$ cat src/rtl/core/tnb_pkg.sv
`timescale 1ns / 1ps
`default_nettype none
// ----------------------------------------------------------------------------
// tnb_pkg: shared types and constants of the best share board
// entry layout, cell control bundle, board geometry and function codes
// ----------------------------------------------------------------------------
package tnb_pkg;

	localparam int unsigned BOARD_ENTRIES = 8;
	localparam int unsigned EXTRA_BYTES   = 8;
	localparam int unsigned SLOT_W        = $clog2(BOARD_ENTRIES);
	localparam int unsigned CNT_W         = $clog2(BOARD_ENTRIES + 1);

	localparam logic FUNC_INSERT = 1'b0;
	localparam logic FUNC_READ   = 1'b1;

	// one stored share
	typedef struct packed {
		logic [63:0] key;
		logic [31:0] submit_time;
		logic [31:0] block_time;
		logic [31:0] nonce;
		logic [31:0] version_word;
		logic        ver_rolled;
		logic [63:0] hash_top;
		logic        hash_present;
		logic [63:0] extra_nonce;
		logic [3:0]  extra_nonce_len;
	} entry_t;

	// per-cell control from the board level
	typedef struct packed {
		logic ins_en;    // accepted insert that is not rejected
		logic occupied;  // cell holds a valid entry
		logic prev_take; // upper neighbor shifts its entry down
	} cell_ctl_t;

endpackage : tnb_pkg
`default_nettype wire

$ cat src/rtl/core/tnb_cell.sv
`timescale 1ns / 1ps
`default_nettype none
// ----------------------------------------------------------------------------
// tnb_cell: one slot of the sorted share chain
// compares the new key with its own, then loads the new share or the
// entry handed down by its upper neighbor
// ----------------------------------------------------------------------------
module tnb_cell (
	input  wire                 clk,
	input  tnb_pkg::cell_ctl_t  ctl,
	input  tnb_pkg::entry_t     new_entry,
	input  tnb_pkg::entry_t     prev_entry,
	output logic                take,
	output tnb_pkg::entry_t     entry
);
	import tnb_pkg::*;

	entry_t entry_q;

	// empty slot or strictly beaten key: new share goes here or above
	assign take  = !ctl.occupied || (new_entry.key > entry_q.key);
	assign entry = entry_q;

	always_ff @(posedge clk) begin
		if (ctl.ins_en && take) begin
			entry_q <= ctl.prev_take ? prev_entry : new_entry;
		end
	end

endmodule : tnb_cell
`default_nettype wire

$ cat config.mk
export PLATFORM = sky130hd
export DESIGN_NAME = tnb_cell
export DESIGN_NICKNAME = d
export VERILOG_FILES = /design/src/rtl/core/tnb_pkg.sv /design/src/rtl/core/tnb_cell.sv
export SDC_FILE = /design/constraint.sdc
export NUM_CORES = 1
export LEC_CHECK = 0
export BUFFER_PORTS_ARGS = -buffer_cell sky130_fd_sc_hd__buf_2
export CELL_PAD_IN_SITES_DETAIL_PLACEMENT = 1
export CELL_PAD_IN_SITES_GLOBAL_PLACEMENT = 1
export CORE_AREA = 2 2 381 383
export DETAILED_ROUTE_END_ITERATION = 7
export DIE_AREA = 0 0 383 385
export GPL_TIMING_DRIVEN = 0
export PLACE_DENSITY_LB_ADDON = 0.1
export SETUP_SLACK_MARGIN = 0.05
export SYNTH_ARGS = -nofsm -noshare
export SYNTH_HDL_FRONTEND = slang
export SYNTH_SLANG_ARGS = --single-unit
$ cat constraint.sdc
create_clock -name clk -period 31.2 [get_ports clk]
set_input_delay 1.56 -clock clk [delete_from_list [all_inputs] [get_ports clk]]
set_output_delay 1.56 -clock clk [all_outputs]
set_load 0.01 [all_outputs]
==> flow_summary.toml <==
[run_status]
outcome = "finished, final reports clean"

[detailed_routing]
drc = 0
wl_per_cell_um = 23.7
wirelength_um = 93800
vias_per_cell = 3.23
ant_nets = 0
num_vias = 12800
drt_pre_antenna_iters = 4
drtIter0Drc = 328

[global_route]
grt_max_degree = 18
first_global_vias = 14200
grt_pass1_wl_um = 122000
gr-total-overflow = 0
track_usage_pct = 12.2
antenna_found_initial = 105

[clock_tree]
clock-sinks = 326
clock_path_buffers = 3
holdBufCountCts = 0
cts_buffers = 50
postCtsSetupRepairBufs = 0
htreeDepth = 2
cts_tree = "done"
cts-root-buf = "clkbuf_16"
cts_repair_resize_count = 0
insertion_delay_ns = 0.65
clk_pin_slew_worst_paths_ns = 0.06

[setup_path]
crit_required_ns = 31.55
crit_start = "new_entry[300]"
rr_worst_depth = 17
critical_path_class = "input port to flop"
path_max_fanout = 15
end_kind = "flop"
critical_path_arrival_ns = 6.03
start_kind = "input port"
r2r-start = "entry[301]"
r2r_end = "entry[124]"
reg2reg_slack_ns = 26.18

[sta]
setup_ws_ns = 25.52
slew_violations = 0
setup_viol = 0
timing.final.crit_share_pct = 18.2
finClkSkew_ns = 0.0444
fin_crit_ns = 5.68
fmax_mhz = 176
hold_viol_final = 0
rsz0062_at_grt = "false"
slew_headroom_pct = 40.2
tns_ns = 0
worst_slew_pin_slew_ns = 0.897

[cells_and_area]
final_common_cell = "buf_2"
layout_common_cells = "1014 x buf_2, 326 x edfxtp_1, 325 x mux2_2, 68 x inv_1, 64 x ha_1"
area_delta_synth_final_pct = 61.7
final_util_pct = 17.3
nNetsFinal = 2703
layout-drive-gt1-share_pct = 71.2
final_area_mm2 = 0.0248
largest_reg_flops = 326
num-fill-cells = 16400

[pwr]
clockPowerShare_pct = 42.7
switching_power_uw = 361
pwr-share-seq_pct = 41.1
combinationalPowerShare_pct = 16.2
power_leakage_uw = 0.0105
power.density_mw_per_mm2 = 52.7
p_int_uw = 943
ir_worst_vdd_mv = 0.0391
total_power_uw = 1300
p_sw_share_pct = 27.7

[floorplanning]
ioPinCount = 983
rows = 139
die_x_um = 383
fp.dieArea_mm2 = 0.147
core_area_mm2 = 0.143
initial_core_util_pct = 10.7
die_h_um = 385

[synthesis]
postSynthAreaPerCell_um2 = 16.6
ys_ff_latch = 326
async_flop_share_pct = 0
ys_warn_count = 0
synth.net_count = 1645
netlist_area_mm2 = 0.0153
yosysUniqueCellTypes = 31
ys.flop_type = "edfxtp_1"
seq_area_frac_synth_pct = 63.9
synth_enable_flop_cells = 326
synthCells = 925

[placed_design]
post-place-ws_ns = 24.53
gp_congestion = 0.823
hpwl_um = 80800
port_buffers = 981
dpl_cell_area_mm2 = 0.0231

[min_path]
min_path_type = "input port to flop"
hold_end = "entry[43]"
min_path_cells = 2
hp-start = "prev_entry[43]"

[run]
drv_cap = 0
## area by class of cell
cell class	instances	area (um^2)	area share, %
Sequential cell	326	9790	39.5
Tap cell	1903	2380	9.61
Antenna cell	38	95.1	0.384
Inverter	68	255	1.03
Multi-Input combinational cell	495	5100	20.6
Timing Repair Buffer	1006	5410	21.8
Clock buffer	65	1330	5.36
Clock inverter	28	233	0.940
Buffer	36	178	0.717
## critical path, stage by stage
cell,delay [ns]
buf_2,0.11
ha_1,0.33
nand4_1,0.12
nor3_1,0.74
nand4_2,0.27
a31oi_2,0.31
nor4_2,0.11
nor3b_4,0.75
buf_8,0.27
buf_8,0.19
buf_8,0.17
buf_16,0.16
buf_8,0.19
buf_16,0.18
buf_16,0.17
buf_8,0.16
buf_6,0.16
## synthesized netlist by cell type (2+ instances only)
cell,instances,share of area [%]
edfxtp_1,326,64
mux2_2,325,24
inv_1,68,1.7
ha_1,64,5.2
buf_2,33,1.1
a21oi_1,28,0.91
nand2_1,17,0.42
o21ai_0,12,0.39
nand4_1,11,0.45
a21o_1,4,0.20
nand3_1,4,0.13
nor2_1,4,0.098
a221oi_1,3,0.17
clkbuf_1,3,0.074
nand4_2,3,0.25
nand2b_1,2,0.082
nor2b_1,2,0.082
nor3_1,2,0.065
nor4_1,2,0.082
## power groups by stage
stage          clock network (uW)  logic (uW)  registers, uW
2_1_floorplan                   0        69.6            575
3_3_place_gp                    0         206            571
3_5_place_dp                    0         219            546
4_1_cts                       587         220            537
5_1_grt                       596         234            540
6_report                      557         212            536
## kinds of logic (layout without fill, tap and decap cells)
family,Yosys count,in the layout,share of synthesized area (%)
simple gates,53,53,2.12
compound gates,53,53,2.04
flops,326,326,63.9
fa+ha+maj,64,64,5.23
other cells,0,38,0
mux,325,325,23.9
buf+inv,104,1203,2.82
## through the flow
| stage | cells | hold WS, ns |
|---|---|---|
| global placement | 3809 | 1.86 |
| floorplan | 925 | 1.75 |
| finish | 3965 | 1.21 |
| global route | 3936 | 1.17 |
| detailed placement | 3834 | 1.53 |
| CTS | 3927 | 1.12 |
## layer usage
layer	track usage, %	part of all wire [%]
met2	21.8	51
met4	3.80	2.9
met3	6.58	12
met5	0	0.54
met1	11.9	34
## worst max-delay path by stage
| stage | to | slack, ns |
|---|---|---|
| 2_1_floorplan | entry[0] | 15.12 |
| 3_3_place_gp | entry[105] | 3.79 |
| 3_5_place_dp | entry[116] | 24.53 |
| 4_1_cts | entry[116] | 25.22 |
| 5_1_grt | entry[116] | 25.23 |
| 6_report | entry[124] | 25.52 |
No activity file was read; power rests on OpenSTA's default activity.
